**src/rtl/core/rational_number_alu_unit_macros.svh**
```systemverilog
// assertion macros for the rational number alu
// used by the top level only
`ifndef RATIONAL_NUMBER_ALU_UNIT_MACROS_SVH
`define RATIONAL_NUMBER_ALU_UNIT_MACROS_SVH
// assert that a condition implies a consequence on the same edge
`define RNA_ASSERT_IMP(label, ante, cons) \
  label: assert property (@(posedge clk_i) disable iff (!rst_ni) (ante) |-> (cons)) \
    else $error("rna check failed");
// assert that a condition implies a consequence on the next edge
`define RNA_ASSERT_NXT(label, ante, cons) \
  label: assert property (@(posedge clk_i) disable iff (!rst_ni) (ante) |=> (cons)) \
    else $error("rna check failed");
`endif

```
**src/rtl/core/rna_pkg.sv**
```systemverilog
// package of the rational number alu: opcodes, widths, command and status types
// no dependencies
package rna_pkg;
  localparam int unsigned FieldWidth = 32;
  localparam int unsigned ResWidth   = 64;
  localparam int unsigned DefOperandWidth = 32;

  typedef enum logic [1:0] {
    FUNC_ADD = 2'd0,
    FUNC_MUL = 2'd1,
    FUNC_EQ  = 2'd2,
    FUNC_RED = 2'd3
  } func_e;

  // controller to datapath commands
  typedef struct packed {
    logic load;     // capture operands
    logic mul;      // run one product step
    logic fin_ar;   // form add/mul/eq result
    logic gcd_init; // set up euclid on magnitudes
    logic div_init; // start a remainder or quotient division
    logic div_step; // one restoring division bit
    logic gcd_swap; // x <- y, y <- remainder
    logic quot_sel; // 0 euclid remainder division, 1 quotient division
    logic quot_sav; // store quotient
    logic fin_red;  // form reduce result
  } cmd_t;

  // datapath to controller status
  typedef struct packed {
    logic       is_red;
    logic       y_zero;
    logic       div_last;
    logic [1:0] mul_cnt;
  } stat_t;
endpackage

```
**src/rtl/core/rna_ctrl.sv**
```systemverilog
// controller state machine of the rational number alu
// depends on rna_pkg
module rna_ctrl (
  input  logic           clk_i,
  input  logic           rst_ni,
  input  logic           in_valid_i,
  output logic           in_ready_o,
  output logic           out_valid_o,
  input  logic           out_ready_i,
  input  rna_pkg::stat_t stat_i,
  output rna_pkg::cmd_t  cmd_o
);
  typedef enum logic [11:0] {
    ST_IDLE  = 12'b000000000001,
    ST_MUL   = 12'b000000000010,
    ST_FIN   = 12'b000000000100,
    ST_GINIT = 12'b000000001000,
    ST_GTEST = 12'b000000010000,
    ST_GDIV  = 12'b000000100000,
    ST_GSWAP = 12'b000001000000,
    ST_NDIV  = 12'b000010000000,
    ST_DINIT = 12'b000100000000,
    ST_DDIV  = 12'b001000000000,
    ST_RFIN  = 12'b010000000000,
    ST_OUT   = 12'b100000000000
  } state_e;

  state_e state_q, state_d;

  // next state and command decode
  always_comb begin
    state_d = state_q;
    cmd_o   = '0;
    in_ready_o  = 1'b0;
    out_valid_o = 1'b0;
    case (state_q)
      ST_IDLE: begin
        in_ready_o = 1'b1;
        if (in_valid_i) begin
          cmd_o.load = 1'b1;
          state_d = ST_MUL;
        end
      end
      ST_MUL: begin
        if (stat_i.is_red) begin
          state_d = ST_GINIT;
        end else begin
          cmd_o.mul = 1'b1;
          if (stat_i.mul_cnt == 2'd3) state_d = ST_FIN;
        end
      end
      ST_FIN: begin
        cmd_o.fin_ar = 1'b1;
        state_d = ST_OUT;
      end
      ST_GINIT: begin
        cmd_o.gcd_init = 1'b1;
        state_d = ST_GTEST;
      end
      ST_GTEST: begin
        // y is zero: x holds the gcd
        cmd_o.div_init = 1'b1;
        if (stat_i.y_zero) begin
          cmd_o.quot_sel = 1'b1;
          state_d = ST_NDIV;
        end else begin
          state_d = ST_GDIV;
        end
      end
      ST_GDIV: begin
        cmd_o.div_step = 1'b1;
        if (stat_i.div_last) state_d = ST_GSWAP;
      end
      // move divisor and remainder down one place
      ST_GSWAP: begin
        cmd_o.gcd_swap = 1'b1;
        state_d = ST_GTEST;
      end
      ST_NDIV: begin
        cmd_o.div_step = 1'b1;
        if (stat_i.div_last) begin
          state_d = ST_DINIT;
        end
      end
      // keep the numerator quotient, start on the denominator
      ST_DINIT: begin
        cmd_o.quot_sav = 1'b1;
        cmd_o.div_init = 1'b1;
        cmd_o.quot_sel = 1'b1;
        cmd_o.gcd_swap = 1'b1;
        state_d = ST_DDIV;
      end
      ST_DDIV: begin
        if (stat_i.div_last) state_d = ST_RFIN;
        cmd_o.div_step = 1'b1;
      end
      ST_RFIN: begin
        cmd_o.fin_red = 1'b1;
        state_d = ST_OUT;
      end
      ST_OUT: begin
        out_valid_o = 1'b1;
        if (out_ready_i) state_d = ST_IDLE;
      end
      default: state_d = ST_IDLE;
    endcase
  end

  always_ff @(posedge clk_i or negedge rst_ni) begin
    if (!rst_ni) state_q <= ST_IDLE;
    else state_q <= state_d;
  end
endmodule

```
**config.mk**
```make
export PLATFORM = sky130hd
export DESIGN_NAME = rna_ctrl
export DESIGN_NICKNAME = d
export VERILOG_FILES = /design/src/rtl/core/rational_number_alu_unit_macros.svh /design/src/rtl/core/rna_pkg.sv /design/src/rtl/core/rna_ctrl.sv
export SDC_FILE = /design/constraint.sdc
export NUM_CORES = 1
export LEC_CHECK = 0
export BUFFER_PORTS_ARGS = -buffer_cell sky130_fd_sc_hd__buf_2
export CAP_MARGIN = 30
export CORE_MARGIN = 1.5
export CORE_UTILIZATION = 54
export DETAILED_ROUTE_END_ITERATION = 8
export MAX_ROUTING_LAYER = met4
export PLACE_DENSITY = 0.82
export SYNTH_ARGS = -nofsm -noshare
export SYNTH_HDL_FRONTEND = slang
export SYNTH_SLANG_ARGS = --single-unit
```
**constraint.sdc**
```tcl
create_clock -name clk_i -period 4.85 [get_ports clk_i]
set_input_delay 1.455 -clock clk_i [delete_from_list [all_inputs] [get_ports clk_i]]
set_output_delay 1.455 -clock clk_i [all_outputs]
set_load 0.02 [all_outputs]
```
Yosys cells after proc, flatten, opt, wreduce, memory -nomap -nowiden
Index checks and enable logic that the tools add are counted.
Storage, ports and cells
  register bits after elaboration: 12
  logic and storage cells: 50
Operators by class
  eq/ne operators: 19
  muxes and demuxes: 24
  reduce and logical (&&, ||, !) cells: 6
Operators by type and width (count)
  $pmux 12 s10: 1
  $mux 12: 7
  $mux 1: 14
  $eq 12x1->1 const B: 1
  $eq 12x10->1 const B: 1
  $eq 12x11->1 const B: 1
  $eq 12x12->1 const B: 1
  $eq 12x2->1 const B: 1
  $eq 12x3->1 const B: 1
  $eq 12x4->1 const B: 1
  $eq 12x5->1 const B: 1
  $eq 12x6->1 const B: 1
  $eq 12x7->1 const B: 1
  $eq 12x8->1 const B: 1
  $eq 12x9->1 const B: 1
  $ne 2x2->1 const B: 5
  $mux 8: 1
  $reduce_or 2->1: 4
  $reduce_and 6->1: 1
  $ne 3x3->1 const B: 1
  $reduce_or 3->1: 1
  $eq 2x2->1 const B: 1
  $pmux 1 s2: 1

Depth between registers and ports, before layout
  depth after elaboration: 4
  gate-level depth with buffers: 5
  depth with buffers taken out: 5

Worst setup path after synthesis
OpenSTA, ideal clock, no wires.
  path kind: in2out
  from: input port stat_i[4] (netlist bit)
  to: output port cmd_o[8] (netlist bit)
  data arrival time: 1.982 ns
  data required time: 3.395 ns
  path slack: 1.413 ns
  stages: 1
  buffers on the path: 0
  path through: nor3_1
On the way
  cells in the longest elaborated chain, start to end: 2
Ends and longest elaborated chain
  start: declaration: line rna_ctrl.sv:10  | input rna_pkg::stat_t stat_i,
  $mux 1: line rna_ctrl.sv:45  | if (stat_i.is_red) begin
  $mux 1: line rna_ctrl.sv:36  | case (state_q)
  end: declaration: line rna_ctrl.sv:11  | output rna_pkg::cmd_t cmd_o
No other way between the ends.

==> report_table.html <==
<table>
<tr><th>Metric</th><th>Value</th></tr>
<tr><th colspan="2">Cells and area</th></tr>
<tr><td># nets final</td><td>116</td></tr>
<tr><td>Diode count</td><td>0</td></tr>
<tr><td>Top Registers</td><td>state_q (12)</td></tr>
<tr><td>Register ranked first by flip-flop count</td><td>state_q</td></tr>
<tr><td>Max FFs per register</td><td>12</td></tr>
<tr><td>Non-filler cells, final</td><td>121</td></tr>
<tr><td>Layout-stage area growth over the synthesis result</td><td>19.6%</td></tr>
<tr><td>Fraction of final layout cells with drive strength greater than 1</td><td>0.321</td></tr>
<tr><th colspan="2">Critical path</th></tr>
<tr><td>Cell family with the largest share of critical-path delay</td><td>simple AND/OR/NAND/NOR gates</td></tr>
<tr><td>Worst-path maximum fanout</td><td>5</td></tr>
<tr><td>Required time at the endpoint of the critical path</td><td>3.39 ns</td></tr>
<tr><td>Slowest CP cell</td><td>dfrtp_1</td></tr>
<tr><td>Delay of the slowest cell on the worst path</td><td>0.41 ns</td></tr>
<tr><td>Worst path bufs/invs</td><td>1</td></tr>
<tr><td>Crit path DAT</td><td>2.06 ns</td></tr>
<tr><td>Cell breakdown of the critical path</td><td>nor2_1, nand3_2, nor3_1, nand4b_1, nand2_1, buf_2</td></tr>
<tr><td>Type of destination of the critical path</td><td>output pin</td></tr>
<tr><td>Startpoint class of the critical path</td><td>register</td></tr>
<tr><td>Path type of the worst setup path</td><td>register to output pin</td></tr>
<tr><th colspan="2">Yosys</th></tr>
<tr><td>Ys async rst share</td><td>1.00</td></tr>
<tr><td>Number of flip-flops and latches in the synthesized netlist</td><td>12</td></tr>
<tr><td>Count of unique library cells instantiated by Yosys</td><td>36</td></tr>
<tr><td>Post-synth EDFFs</td><td>0</td></tr>
<tr><td>Area leader, netlist</td><td>dfrtp_1</td></tr>
<tr><td>Most used standard cell by instance count after synthesis</td><td>dfrtp_1</td></tr>
<tr><td>Commonest cells post-synth</td><td>dfrtp_1, inv_1, nand2_1, nor2_1, nor3_1</td></tr>
<tr><td>Post-synthesis cell count</td><td>82</td></tr>
<tr><td>Per-instance average area after synthesis</td><td>9.64 um^2</td></tr>
<tr><td>Ys Warns</td><td>0</td></tr>
<tr><td>Share of the synthesized area in the top cell type</td><td>0.348</td></tr>
<tr><td>Cell types occupying the most area after synthesis</td><td>dfrtp_1, nor3_4, o41ai_4, dfstp_2, xor2_1</td></tr>
<tr><td>Nets in the synthesized netlist</td><td>91</td></tr>
<tr><td>Cell area after synthesis</td><td>791 um^2</td></tr>
<tr><td>Sequential area share after synthesis</td><td>0.381</td></tr>
<tr><td>Leading register cell type out of synthesis</td><td>dfrtp_1</td></tr>
<tr><th colspan="2">Timing</th></tr>
<tr><td>Number of pins exceeding their max-slew limit in the final report</td><td>0</td></tr>
<tr><td>Highest Clock Rate</td><td>285 MHz</td></tr>
<tr><td>Pin slew with the least headroom to its limit</td><td>0.427 ns</td></tr>
<tr><td>Crit path setup slack, layout</td><td>1.34 ns</td></tr>
<tr><td>Headroom to the max-slew limit</td><td>0.713</td></tr>
<tr><td>Final hold viol count</td><td>0</td></tr>
<tr><td>Final count of negative-setup-slack endpoints</td><td>0</td></tr>
<tr><td>Post-Route Skew</td><td>0.00986 ns</td></tr>
<tr><td>Final period util</td><td>0.724</td></tr>
<tr><td>Fin Setup TNS</td><td>0 ns</td></tr>
<tr><td>Tmin final</td><td>3.51 ns</td></tr>
<tr><td>RSZ-0062 raised after global routing</td><td>no</td></tr>
<tr><th colspan="2">Global routing</th></tr>
<tr><td>Pin count of the biggest net entering global routing</td><td>13</td></tr>
<tr><td>Grt total ovfl</td><td>0</td></tr>
<tr><td>First-pass GRT wire length</td><td>2560 um</td></tr>
<tr><td>Global-route total usage across every layer</td><td>0.243</td></tr>
<tr><td>Vias in the first global route</td><td>600</td></tr>
<tr><td>Antenna violations before repair</td><td>0</td></tr>
<tr><th colspan="2">Power and ir drop</th></tr>
<tr><td>Sequential fraction of design power</td><td>0.347</td></tr>
<tr><td>Clock network power share</td><td>0.186</td></tr>
<tr><td>P_sw</td><td>0.000176 W</td></tr>
<tr><td>Part of the power in combinational logic</td><td>0.466</td></tr>
<tr><td>Areal power density over the cells</td><td>441 nW/um^2</td></tr>
<tr><td>Standby leakage power</td><td>0.503 nW</td></tr>
<tr><td>Switching portion of total power</td><td>0.422</td></tr>
<tr><td>Cell internal pwr</td><td>0.000241 W</td></tr>
<tr><td>Worst IR drop on VDD</td><td>0.000414 V</td></tr>
<tr><th colspan="2">Clock tree</th></tr>
<tr><td>Clock transition time at the flip-flop clock pins of the worst setup and hold paths</td><td>0.08 ns</td></tr>
<tr><td>Number of cells upsized or downsized after cts</td><td>0</td></tr>
<tr><td>Clock latency at the later pin of the worst-skew pair</td><td>0.27 ns</td></tr>
<tr><td>CTS tree</td><td>done</td></tr>
<tr><td>Clock root buffer</td><td>clkbuf_4</td></tr>
<tr><td>Hold-fix buffer count after cts</td><td>0</td></tr>
<tr><td>Largest buffer count on any clock path</td><td>2</td></tr>
<tr><td>Cts bufs inserted</td><td>3</td></tr>
<tr><td>Post CTS Setup Buffer Count</td><td>0</td></tr>
<tr><td>CTS HTree Levels</td><td>1</td></tr>
<tr><td>Total clock sinks</td><td>12</td></tr>
<tr><th colspan="2">Drt</th></tr>
<tr><td>First-pass detailed-route iteration total</td><td>4</td></tr>
<tr><td>Routed Wire Length</td><td>1730 um</td></tr>
<tr><td>Post-detailed-route wirelength per cell</td><td>14.3 um</td></tr>
<tr><td>Initial DRC count</td><td>13</td></tr>
<tr><td>Antenna Nets Post-Route</td><td>0</td></tr>
<tr><td>Number of DRC violations after detailed routing</td><td>0</td></tr>
<tr><td>Via density</td><td>5.88</td></tr>
<tr><td>Total via count after detailed routing</td><td>712</td></tr>
<tr><th colspan="2">Die</th></tr>
<tr><td>Number of ports placed on the die boundary</td><td>21</td></tr>
<tr><td>Starting density of the core</td><td>0.593</td></tr>
<tr><td>Row Count</td><td>13</td></tr>
<tr><td>Vertical die dimension</td><td>41.3 um</td></tr>
<tr><td>Width of the die</td><td>41.3 um</td></tr>
<tr><td>Total die area</td><td>1700 um^2</td></tr>
<tr><td>Core Footprint</td><td>1330 um^2</td></tr>
<tr><th colspan="2">Outcome</th></tr>
<tr><td>Status</td><td>finished, final reports clean</td></tr>
<tr><th colspan="2">Placed design</th></tr>
<tr><td>Number of buffers added on ports</td><td>20</td></tr>
<tr><td>Half-perimeter wire length after placement</td><td>1330 um</td></tr>
<tr><td>Worst slack, placed</td><td>1.40 ns</td></tr>
<tr><td>Placer Congestion</td><td>0.750</td></tr>
<tr><td>Dpl cells</td><td>117</td></tr>
<tr><th colspan="2">Job</th></tr>
<tr><td>Max capacitance violation total</td><td>0</td></tr>
<tr><th colspan="2">Min path</th></tr>
<tr><td>Worst Hold Class</td><td>register to register</td></tr>
</table>
cells by family after synthesis:
family,after synthesis,synth area share
AO/OA/AOI/OAI,12,0.130
XOR/XNOR,4,0.0443
buffers and inverters,6,0.0285
flip-flops,12,0.381
AND/OR/NAND/NOR,48,0.416
power by group through the flow:
stage | clock (W) | sequential [W] | combinational (W)
6_report | 0.0000776 | 0.000145 | 0.000195
5_1_grt | 0.0000857 | 0.000147 | 0.000216
2_1_floorplan | 0 | 0.000141 | 0.000149
3_3_place_gp | 0 | 0.000145 | 0.000186
4_1_cts | 0.0000794 | 0.000144 | 0.000194
3_5_place_dp | 0 | 0.000146 | 0.000194
layer usage:
layer,share of wire,track usage,vias to the layer above
met2,0.49,0.383,28
met4,0.0075,0.105,0
li1,-,-,350
met3,0.058,0.0435,2
met1,0.45,0.302,332
met5,0,-,-
tightest hold or removal path: cells and delay by family (launching register included):
| family | cells | cell delay [ns] |
|---|---|---|
| simple gates | 1 | 0.09 |
| compound gates | 1 | 0.06 |
| flops | 1 | 0.42 |
path summary, 6_finish.rpt:
path	startpoint	endpoint	slack, ns	cells past startpoint
max	state_q[9]	cmd_o[2]	1.34	6
min	state_q[0]	state_q[1]	0.62	2
max reg2reg	state_q[4]	state_q[8]	3.00	5
min reg2reg	state_q[0]	state_q[1]	0.62	2
max in group asynchronous	rst_ni	state_q[0]	3.54	1
min in group asynchronous	rst_ni	state_q[4]	1.05	1
stage by stage:
step	power (W)	utilization	hold WS (ns)	area [um^2]
global placement	0.000331	0.682	0.586	910
finish	0.000417	0.709	0.617	946
detailed placement	0.000339	0.682	0.596	910
floorplan	0.000289	-	0.563	791
CTS	0.000417	0.709	0.624	946
global route	0.000449	0.709	0.654	946
cell usage in the layout, fill, tap and decap left out, drive strengths merged:
| cell type | instances |
|---|---|
| or3 | 2 |
| nand4b | 2 |
| dfrtp | 11 |
| nand4 | 2 |
| and2 | 3 |
| nor2 | 6 |
| nand3b | 3 |
| xor2 | 3 |
| xnor2 | 1 |
| nor4 | 1 |
| buf | 20 |
| nand4bb | 1 |
| nor3b | 3 |
| a21oi | 2 |
| clkbuf | 4 |
| nand2 | 6 |
| o32a | 1 |
| dfstp | 1 |
| and3 | 2 |
| a21o | 1 |
| inv | 6 |
| o32ai | 1 |
| o41ai | 1 |
| o21ai | 4 |
| nand3 | 4 |
| o22ai | 1 |
| and4 | 2 |
| o211ai | 1 |
| nor2b | 1 |
| nand2b | 3 |
| nor3 | 7 |
area by class of cell:
type,count,area (um^2)
Sequential cell,12,302
Tap cell,15,18.8
Inverter,6,22.5
Fill cell,100,388
Clock buffer,4,36.3
Multi-Input combinational cell,64,467
Timing Repair Buffer,20,100
Power figures use the tool's default switching activity.
