<file path="src/rtl/core/rational_number_alu_unit_macros.svh">
// assertion macros for the rational number alu
// used by the top level only
`ifndef RATIONAL_NUMBER_ALU_UNIT_MACROS_SVH
`define RATIONAL_NUMBER_ALU_UNIT_MACROS_SVH
// assert that a condition implies a consequence on the same edge
`define RNA_ASSERT_IMP(label, ante, cons) \
  label: assert property (@(posedge clk_i) disable iff (!rst_ni) (ante) |-> (cons)) \
    else $error("rna check failed");
// assert that a condition implies a consequence on the next edge
`define RNA_ASSERT_NXT(label, ante, cons) \
  label: assert property (@(posedge clk_i) disable iff (!rst_ni) (ante) |=> (cons)) \
    else $error("rna check failed");
`endif

</file>
<file path="src/rtl/core/rna_pkg.sv">
// package of the rational number alu: opcodes, widths, command and status types
// no dependencies
package rna_pkg;
  localparam int unsigned FieldWidth = 32;
  localparam int unsigned ResWidth   = 64;
  localparam int unsigned DefOperandWidth = 32;

  typedef enum logic [1:0] {
    FUNC_ADD = 2'd0,
    FUNC_MUL = 2'd1,
    FUNC_EQ  = 2'd2,
    FUNC_RED = 2'd3
  } func_e;

  // controller to datapath commands
  typedef struct packed {
    logic load;     // capture operands
    logic mul;      // run one product step
    logic fin_ar;   // form add/mul/eq result
    logic gcd_init; // set up euclid on magnitudes
    logic div_init; // start a remainder or quotient division
    logic div_step; // one restoring division bit
    logic gcd_swap; // x <- y, y <- remainder
    logic quot_sel; // 0 euclid remainder division, 1 quotient division
    logic quot_sav; // store quotient
    logic fin_red;  // form reduce result
  } cmd_t;

  // datapath to controller status
  typedef struct packed {
    logic       is_red;
    logic       y_zero;
    logic       div_last;
    logic [1:0] mul_cnt;
  } stat_t;
endpackage

</file>
<file path="src/rtl/core/rna_datapath.sv">
// datapath of the rational number alu: product unit, euclid and divider
// depends on rna_pkg
module rna_datapath #(
  parameter int unsigned OperandWidth = rna_pkg::DefOperandWidth
) (
  input  logic                      clk_i,
  input  logic                      rst_ni,
  input  rna_pkg::cmd_t             cmd_i,
  output rna_pkg::stat_t            stat_o,
  input  logic [1:0]                func_i,
  input  logic [rna_pkg::FieldWidth-1:0] a_num_i,
  input  logic [rna_pkg::FieldWidth-1:0] a_den_i,
  input  logic [rna_pkg::FieldWidth-1:0] b_num_i,
  input  logic [rna_pkg::FieldWidth-1:0] b_den_i,
  output logic [rna_pkg::ResWidth-1:0]   res_num_o,
  output logic [rna_pkg::ResWidth-1:0]   res_den_o,
  output logic                      is_equal_o,
  output logic                      zero_gcd_o
);
  localparam int unsigned W  = OperandWidth;
  localparam int unsigned RW = rna_pkg::ResWidth;
  localparam int unsigned PW = 2 * W;
  localparam int unsigned CW = $clog2(W + 1);

  logic [1:0]    func_q;
  logic [W-1:0]  an_q, ad_q, bn_q, bd_q;
  logic [PW-1:0] p0_q, p1_q, p2_q, p3_q;
  logic [1:0]    mcnt_q;
  logic [W-1:0]  x_q, y_q, g_q;
  logic [W-1:0]  dvd_q, dvs_q, quo_q;
  logic [W:0]    rem_q;
  logic [CW-1:0] dcnt_q;
  logic [W-1:0]  qn_q;
  logic [RW-1:0] rn_q, rd_q;
  logic          eq_q, zg_q;

  // one signed product per step, selected by the step counter
  logic signed [W-1:0]  m_a, m_b;
  logic signed [PW-1:0] m_p;
  always_comb begin
    case (mcnt_q)
      2'd0:    begin m_a = an_q; m_b = bd_q; end
      2'd1:    begin m_a = bn_q; m_b = ad_q; end
      2'd2:    begin m_a = ad_q; m_b = bd_q; end
      default: begin m_a = an_q; m_b = bn_q; end
    endcase
    m_p = PW'(m_a) * PW'(m_b);
  end

  function automatic logic [RW-1:0] sx(input logic [PW-1:0] v);
    sx = RW'($signed(v));
  endfunction
  function automatic logic [W-1:0] mag(input logic [W-1:0] v);
    mag = v[W-1] ? (W'(0) - v) : v;
  endfunction

  // restoring division step
  logic [W:0] rem_sh;
  logic [W:0] rem_sub;
  always_comb begin
    rem_sh  = {rem_q[W-1:0], dvd_q[W-1]};
    rem_sub = rem_sh - {1'b0, dvs_q};
  end

  always_ff @(posedge clk_i or negedge rst_ni) begin
    if (!rst_ni) begin
      mcnt_q <= 2'd0;
      dcnt_q <= '0;
    end else begin
      if (cmd_i.load) mcnt_q <= 2'd0;
      else if (cmd_i.mul) mcnt_q <= mcnt_q + 2'd1;
      if (cmd_i.div_init) dcnt_q <= CW'(W);
      else if (cmd_i.div_step) dcnt_q <= dcnt_q - CW'(1);
    end
  end

  // operand, product, euclid, divider and result registers
  always_ff @(posedge clk_i) begin
    if (cmd_i.load) begin
      func_q <= func_i;
      an_q <= a_num_i[W-1:0];
      ad_q <= a_den_i[W-1:0];
      bn_q <= b_num_i[W-1:0];
      bd_q <= b_den_i[W-1:0];
    end
    if (cmd_i.mul) begin
      case (mcnt_q)
        2'd0:    p0_q <= m_p;
        2'd1:    p1_q <= m_p;
        2'd2:    p2_q <= m_p;
        default: p3_q <= m_p;
      endcase
    end
    if (cmd_i.fin_ar) begin
      eq_q <= 1'b0;
      zg_q <= 1'b0;
      case (func_q)
        rna_pkg::FUNC_ADD: begin
          rn_q <= sx(p0_q) + sx(p1_q);
          rd_q <= sx(p2_q);
        end
        rna_pkg::FUNC_MUL: begin
          rn_q <= sx(p3_q);
          rd_q <= sx(p2_q);
        end
        default: begin
          rn_q <= '0;
          rd_q <= '0;
          eq_q <= (p0_q == p1_q);
        end
      endcase
    end
    // g always tracks x, the current gcd candidate
    if (cmd_i.gcd_init) begin
      x_q <= mag(an_q);
      y_q <= mag(ad_q);
      g_q <= mag(an_q);
    end
    if (cmd_i.div_init) begin
      rem_q <= '0;
      quo_q <= '0;
      if (cmd_i.quot_sel) begin
        dvd_q <= cmd_i.gcd_swap ? mag(ad_q) : mag(an_q);
        dvs_q <= g_q;
      end else begin
        dvd_q <= x_q;
        dvs_q <= y_q;
        g_q   <= x_q;
      end
    end else if (cmd_i.div_step) begin
      dvd_q <= {dvd_q[W-2:0], 1'b0};
      if (!rem_sub[W]) begin
        rem_q <= rem_sub;
        quo_q <= {quo_q[W-2:0], 1'b1};
      end else begin
        rem_q <= rem_sh;
        quo_q <= {quo_q[W-2:0], 1'b0};
      end
    end else if (cmd_i.gcd_swap) begin
      x_q <= y_q;
      y_q <= rem_q[W-1:0];
      g_q <= y_q;
    end
    if (cmd_i.quot_sav) qn_q <= quo_q;
    if (cmd_i.fin_red) begin
      eq_q <= 1'b0;
      zg_q <= (g_q == '0);
      if (g_q == '0) begin
        rn_q <= RW'($signed(an_q));
        rd_q <= RW'($signed(ad_q));
      end else begin
        rn_q <= an_q[W-1] ? (RW'(0) - RW'(qn_q)) : RW'(qn_q);
        rd_q <= ad_q[W-1] ? (RW'(0) - RW'(quo_q)) : RW'(quo_q);
      end
    end
  end

  assign stat_o.is_red   = (func_q == rna_pkg::FUNC_RED);
  assign stat_o.y_zero   = (y_q == '0);
  assign stat_o.div_last = (dcnt_q == CW'(1));
  assign stat_o.mul_cnt  = mcnt_q;

  assign res_num_o  = rn_q;
  assign res_den_o  = rd_q;
  assign is_equal_o = eq_q;
  assign zero_gcd_o = zg_q;
endmodule

</file>
<file path="config.mk">
export PLATFORM = sky130hd
export DESIGN_NAME = rna_datapath
export DESIGN_NICKNAME = d
export VERILOG_FILES = /design/src/rtl/core/rational_number_alu_unit_macros.svh /design/src/rtl/core/rna_pkg.sv /design/src/rtl/core/rna_datapath.sv
export SDC_FILE = /design/constraint.sdc
export NUM_CORES = 2
export LEC_CHECK = 0
export ABC_AREA = 1
export BUFFER_PORTS_ARGS = -buffer_cell sky130_fd_sc_hd__buf_4
export CAP_MARGIN = 20
export CORE_MARGIN = 3
export CORE_UTILIZATION = 30
export DETAILED_ROUTE_END_ITERATION = 7
export PLACE_DENSITY_LB_ADDON = 0.25
export SLEW_MARGIN = 20
export SYNTH_ARGS = -nofsm -noshare
export SYNTH_HDL_FRONTEND = slang
export SYNTH_SLANG_ARGS = --single-unit
</file>
<file path="constraint.sdc">
create_clock -name clk_i -period 22 [get_ports clk_i]
set_input_delay 5.5 -clock clk_i [delete_from_list [all_inputs] [get_ports clk_i]]
set_output_delay 5.5 -clock clk_i [all_outputs]
set_load 0.02 [all_outputs]
</file>
; ---- Word level (Yosys, flattened, before mapping)
; Index checks and enable logic that the tools add are counted.
[totals]
regBits = 780
latch_bits = 0
ram_bits = 0
mem_bits_ro = 0
output_inout_bits = 135
n_memories = 0
[op_classes]
n_addsub = 8
n_mul = 1
div = 0
n_lt_le_gt_ge = 0
eq_ne = 6
shifts = 0
n_mux = 41
n_bitwise = 1
n_reduce_logical = 14
[ops]
columns = cell, n
row1 = $mux 32, 21
row2 = $mux 64, 9
row3 = $pmux 32 s2, 2
row4 = $pmux 64 s2, 1
row5 = $sub 1x32->33 const A, 2
row6 = $add 64x64->64, 1
row7 = $eq 64x64->1, 1
row8 = $logic_not 32->1, 2
row9 = $mul 32x32->64, 1
row10 = $sub 1x32->32 const A, 2
row11 = $sub 33x32->33, 1
row12 = $mux 6, 2
row13 = $reduce_and 2->1, 4
row14 = $eq 6x1->1 const B, 1
row15 = $reduce_bool 2->1, 3
row16 = $sub 6x1->6 const B, 1
row17 = $eq 2x1->1 const B, 2
row18 = $eq 2x2->1 const B, 2
row19 = $logic_not 2->1, 2
row20 = $mux 1, 4
row21 = $mux 2, 2
row22 = $reduce_or 2->1, 2
row23 = $reduce_or 3->1, 1
row24 = $add 2x1->2 const B, 1
row25 = $not 1->1, 1

; ---- Longest topological paths before layout
[logic_depth]
ltp_word = 6
ltp_mapped = 40
ltp_nobuf = 37

; ---- Worst setup path after synthesis
; No wires, ideal clock.
[synth_path]
path_kind = input -> register
start = input port cmd_i[0] (netlist bit)
end = register rd_q[0] (netlist: res_den_o[0]), enable pin
arrival_ps = 8569
required_time_ps = 20884
setup_slack_ps = 12315
cell_stages = 5
n_path_buf = 3
path_cell_list = clkbuf_1 inv_2 clkbuf_1 clkbuf_1 nand2_1
[synth_between]
elab_chain_cells = 1
[synth_lines]
columns = item, line
row1 = "start, declared", rna_datapath.sv:8  ; input rna_pkg::cmd_t cmd_i,
row2 = $reduce_bool 2->1 (no line), -
row3 = "end signal, assigned", rna_datapath.sv:100  ; rd_q <= sx(p2_q);
row4 = "end signal, assigned", rna_datapath.sv:104  ; rd_q <= sx(p2_q);
row5 = "end signal, assigned", rna_datapath.sv:150  ; rd_q <= RW'($signed(ad_q));
row6 = "end, declared", rna_datapath.sv:34  ; logic [RW-1:0] rn_q, rd_q;
; No other way between the ends.
; A chain may end at the register's enable or synchronous reset.

; ---- Worst setup path in the final report
[layout_path]
start = register mcnt_q[0]
end = register p1_q[50] (data pin)
[layout_between]
elab_chain_cells = 4
[layout_lines]
columns = item, line
row1 = "start, declared", rna_datapath.sv:28  ; logic [1:0] mcnt_q;
row2 = "start signal, assigned", rna_datapath.sv:71  ; else if (cmd_i.mul) mcnt_q <= mcnt_q + 2'd1;
row3 = $eq 2x2->1 or $logic_not 2->1 (tied branches), rna_datapath.sv:41  ; case (mcnt_q)
row4 = $reduce_or 2->1 (no line), -
row5 = $pmux 32 s2, rna_datapath.sv:41
row6 = $mul 32x32->64 *, rna_datapath.sv:47  ; m_p = PW'(m_a) * PW'(m_b);
row7 = named net m_p[50], rna_datapath.sv:39  ; logic signed [PW-1:0] m_p;
row8 = "end signal, assigned", rna_datapath.sv:89  ; 2'd1: p1_q <= m_p;
row9 = "end, declared", rna_datapath.sv:27  ; logic [PW-1:0] p0_q, p1_q, p2_q, p3_q;
; Mark *: on every way through the listed nets, which the timed path passes. The rest lies on a longest branch.

==> insert_results.sql <==
INSERT INTO impl_metrics (metric_group, metric, value, unit) VALUES
('outcome', 'run_status', 'finished, final reports clean', ''),
('logic_synthesis', 'yosysSeqAreaShare', '27.7', '%'),
('die', 'fp.dieH', '517', 'µm'),
('cts', 'htreeDepth', '3', ''),
('cts', 'cts.sink_count', '780', ''),
('critical_path', 'r2r-start', 'mcnt_q[0]$_DFFE_PN0P_', ''),
('drt', 'detail-route-antenna-nets', '0', ''),
('cts', 'clock_path_buffers', '3', ''),
('drt', 'wl_per_cell', '25.0', 'µm'),
('logic_synthesis', 'synthTopCellsByArea', 'sky130_fd_sc_hd__fa_1, sky130_fd_sc_hd__edfxtp_1, sky130_fd_sc_hd__nand2_1, sky130_fd_sc_hd__inv_1, sky130_fd_sc_hd__nor2_1', ''),
('logic_synthesis', 'syn_area_per_cell', '8.31', 'µm²'),
('logic_synthesis', 'netlist_area', '78500', 'µm²'),
('logic_synthesis', 'synth_warnings', '0', ''),
('critical_path', 'critical_path.max_fanout', '34', ''),
('critical_path', 'setup.reg_to_reg.worst_slack', '10.72', 'ns'),
('logic_synthesis', 'synth_top_area_share', '27.7', '%'),
('die', 'floorplan.rows', '187', ''),
('cells_and_area', 'proportion_of_layout_cells_with_a_drive_suffix_above_1', '7.13', '%'),
('drt', 'detailroute.via_count', '66612', ''),
('die', 'core_area', '260000', 'µm²'),
('die', 'dieArea', '268000', 'µm²'),
('min_path', 'worstHoldPathType', 'flop to flop', ''),
('sta', 'tightest_slew', '1.19', 'ns'),
('cells_and_area', 'final_common_cell', 'sky130_fd_sc_hd__nand2_1', ''),
('critical_path', 'start_kind', 'flop', ''),
('logic_synthesis', 'async_reset_ff_share', '1.03', '%'),
('critical_path', 'worst_path_max_delay_cell', 'sky130_fd_sc_hd__fa_1', ''),
('logic_synthesis', 'post_synthesis_net_count', '10961', ''),
('global_routing', 'largest_net_degree_at_the_start_of_global_routing', '89', ''),
('cts', 'clk_pin_slew_worst_paths', '0.06', 'ns'),
('sta', 'finalHoldViolCount', '0', ''),
('logic_synthesis', 'post_synth_num_cell_types', '67', ''),
('sta', 'slew_violations', '0', ''),
('critical_path', 'timing.reg2reg.worst_path_depth', '26', ''),
('cts', 'postCtsHoldBufs', '0', ''),
('cells_and_area', 'flow.area_growth_from_synthesis', '11.5', '%'),
('cells_and_area', 'final_nets', '11134', ''),
('drt', 'drt_first_pass_iters', '6', ''),
('sta', 'clock.fmax', '88.7', 'MHz'),
('cts', 'clk_root_buffer_cell', 'sky130_fd_sc_hd__clkbuf_16', ''),
('drt', 'drcViolationCount', '0', ''),
('logic_synthesis', 'netlist.top_cell.by_area', 'sky130_fd_sc_hd__fa_1', ''),
('logic_synthesis', 'yosys_most_used_dff', 'sky130_fd_sc_hd__edfxtp_1', ''),
('cts', 'post_cts.repair.setup_buffers', '0', ''),
('cells_and_area', 'layout_common_cells', 'sky130_fd_sc_hd__nand2_1, sky130_fd_sc_hd__inv_1, sky130_fd_sc_hd__fa_1', ''),
('place', 'buffer_ports.inserted', '276', ''),
('place', 'detailed_place_hpwl', '270000', 'µm'),
('global_routing', 'first_global_vias', '67474', ''),
('critical_path', 'critical-path-max-stage-delay', '1.06', 'ns'),
('min_path', 'timing.hold.worst_path_depth', '0', ''),
('place', 'routabilityCongestion', '0.988', ''),
('critical_path', 'critical_path.endpoint_type', 'flop', ''),
('global_routing', 'globalRouteOverflowTotal', '0', ''),
('critical_path', 'critical_path_class', 'flop to flop', ''),
('drt', 'average_vias_per_placed_instance', '5.05', ''),
('critical_path', 'crit_top_cell', 'sky130_fd_sc_hd__fa_1', ''),
('sta', 'skew', '0.0355', 'ns'),
('min_path', 'timing.hold.worst.start', 'quo_q[16]$_SDFFE_PP0P_', ''),
('cts', 'clock_latency', '0.71', 'ns'),
('job', 'drv_cap', '0', ''),
('logic_synthesis', 'synth_enable_flop_cells', '611', ''),
('die', 'io_pins', '277', ''),
('sta', 'finalSetupViolations', '0', ''),
('cts', 'cts_buffers', '82', ''),
('sta', 'finalCriticalPeriod', '11.28', 'ns'),
('cts', 'cts_resized', '0', ''),
('global_routing', 'grt.total_usage', '24.3', '%'),
('sta', 'final.setup.tns', '0', 'ns'),
('drt', 'wl_final', '330000', 'µm'),
('cts', 'tritoncts', 'yes', ''),
('global_routing', 'first_pass_grt_wire_length', '473000', 'µm');
==> worst max-delay path, delay by kind of cell (launching register included) <==
family                   cells  cell delay (ns)
flip-flops                   1             0.37
adder cells (fa/ha/maj)     10             5.48
XOR/XNOR                     1             0.75
AND/OR/NAND/NOR              2             0.33
AO/OA/AOI/OAI                6             1.84
buffers and inverters        7             2.11
==> routing by layer <==
metal	track usage [%]	share of wire (%)	vias up
li1	-	-	29576
met1	31.9	41	33737
met2	40.1	47	2766
met3	3.62	7.1	527
met4	10.3	4.8	6
met5	0	0.014	-
==> worst max path at each step <==
stage	endpoint	start	cells past startpoint
3_3_place_gp	p0_q[50]$_DFFE_PP_	mcnt_q[1]$_DFFE_PN0P_	25
2_1_floorplan	res_den_o[0]$_DFFE_PP_	cmd_i[0]	5
6_report	p1_q[50]$_DFFE_PP_	mcnt_q[0]$_DFFE_PN0P_	26
4_1_cts	p0_q[50]$_DFFE_PP_	mcnt_q[0]$_DFFE_PN0P_	26
5_1_grt	p3_q[50]$_DFFE_PP_	mcnt_q[0]$_DFFE_PN0P_	26
3_5_place_dp	p0_q[50]$_DFFE_PP_	mcnt_q[0]$_DFFE_PN0P_	26
==> flip-flops by register name, indices dropped and copies added, names as in the netlist, 32 cells and up <==
name	cells
rem_q	32
bn_q	32
p3_q	64
ad_q	32
p2_q	64
g_q	32
p0_q	64
y_q	32
dvs_q	32
x_q	32
res_num_o	64
dvd_q	32
res_den_o	64
p1_q	64
bd_q	32
an_q	32
qn_q	32
quo_q	32
==> cell usage after synthesis (14+ instances only) <==
| master | n |
|---|---|
| sky130_fd_sc_hd__nor3_1 | 50 |
| sky130_fd_sc_hd__nand4_1 | 62 |
| sky130_fd_sc_hd__o22ai_1 | 82 |
| sky130_fd_sc_hd__a21oi_1 | 359 |
| sky130_fd_sc_hd__nand2_2 | 16 |
| sky130_fd_sc_hd__nand3_1 | 348 |
| sky130_fd_sc_hd__o21bai_1 | 30 |
| sky130_fd_sc_hd__nor4_1 | 41 |
| sky130_fd_sc_hd__o21ai_0 | 268 |
| sky130_fd_sc_hd__ha_1 | 290 |
| sky130_fd_sc_hd__inv_2 | 39 |
| sky130_fd_sc_hd__buf_1 | 14 |
| sky130_fd_sc_hd__clkbuf_1 | 184 |
| sky130_fd_sc_hd__o21ai_1 | 35 |
| sky130_fd_sc_hd__o211ai_1 | 80 |
| sky130_fd_sc_hd__xnor2_1 | 33 |
| sky130_fd_sc_hd__dfxtp_1 | 161 |
| sky130_fd_sc_hd__nand2_1 | 2421 |
| sky130_fd_sc_hd__a22oi_1 | 41 |
| sky130_fd_sc_hd__o221ai_1 | 20 |
| sky130_fd_sc_hd__or2_2 | 37 |
| sky130_fd_sc_hd__buf_2 | 102 |
| sky130_fd_sc_hd__inv_1 | 1809 |
| sky130_fd_sc_hd__edfxtp_1 | 611 |
| sky130_fd_sc_hd__nor2_1 | 975 |
| sky130_fd_sc_hd__fa_1 | 1084 |
| sky130_fd_sc_hd__xor2_1 | 102 |
==> per-stage QoR <==
step / instances / setup slack (ns) / util, % / area [µm²] / hold WS [ns]
final: 13188 / 10.72 / 33.7 / 87500 / 0.437
after global routing: 13182 / 10.32 / 33.7 / 87500 / 0.464
after CTS: 13181 / 10.74 / 33.7 / 87500 / 0.435
after detailed placement: 13030 / 10.78 / 32.6 / 84700 / 0.421
after global placement: 13030 / 10.78 / 32.6 / 84700 / 0.427
after floorplan: 9445 / 12.32 / - / 78500 / 0.408
==> kinds of logic (layout without fill, tap and decap cells) <==
kind of cell,Yosys count,count (layout),synth area share [%]
flip-flops,780,780,27.7
other,0,7,0
AND/OR/NAND/NOR,4001,4001,20.6
XOR/XNOR,135,135,1.51
buffers and inverters,2170,2410,10.7
adder cells (fa/ha/maj),1374,1374,32.3
AO/OA/AOI/OAI,985,985,7.27
==> layout make-up <==
class / count / area (µm²)
Fill cell: 27304 / 172000
Multi-Input combinational cell: 6495 / 48600
Sequential cell: 780 / 21800
Inverter: 1857 / 6970
Tap cell: 3496 / 4370
Timing Repair Buffer: 402 / 3020
Clock buffer: 98 / 2140
Clock inverter: 53 / 628
Antenna cell: 7 / 17.5
Power is left out: the tool's default activity adds up to more than one toggle a clock period on the data nets, which glitch-free logic cannot reach.
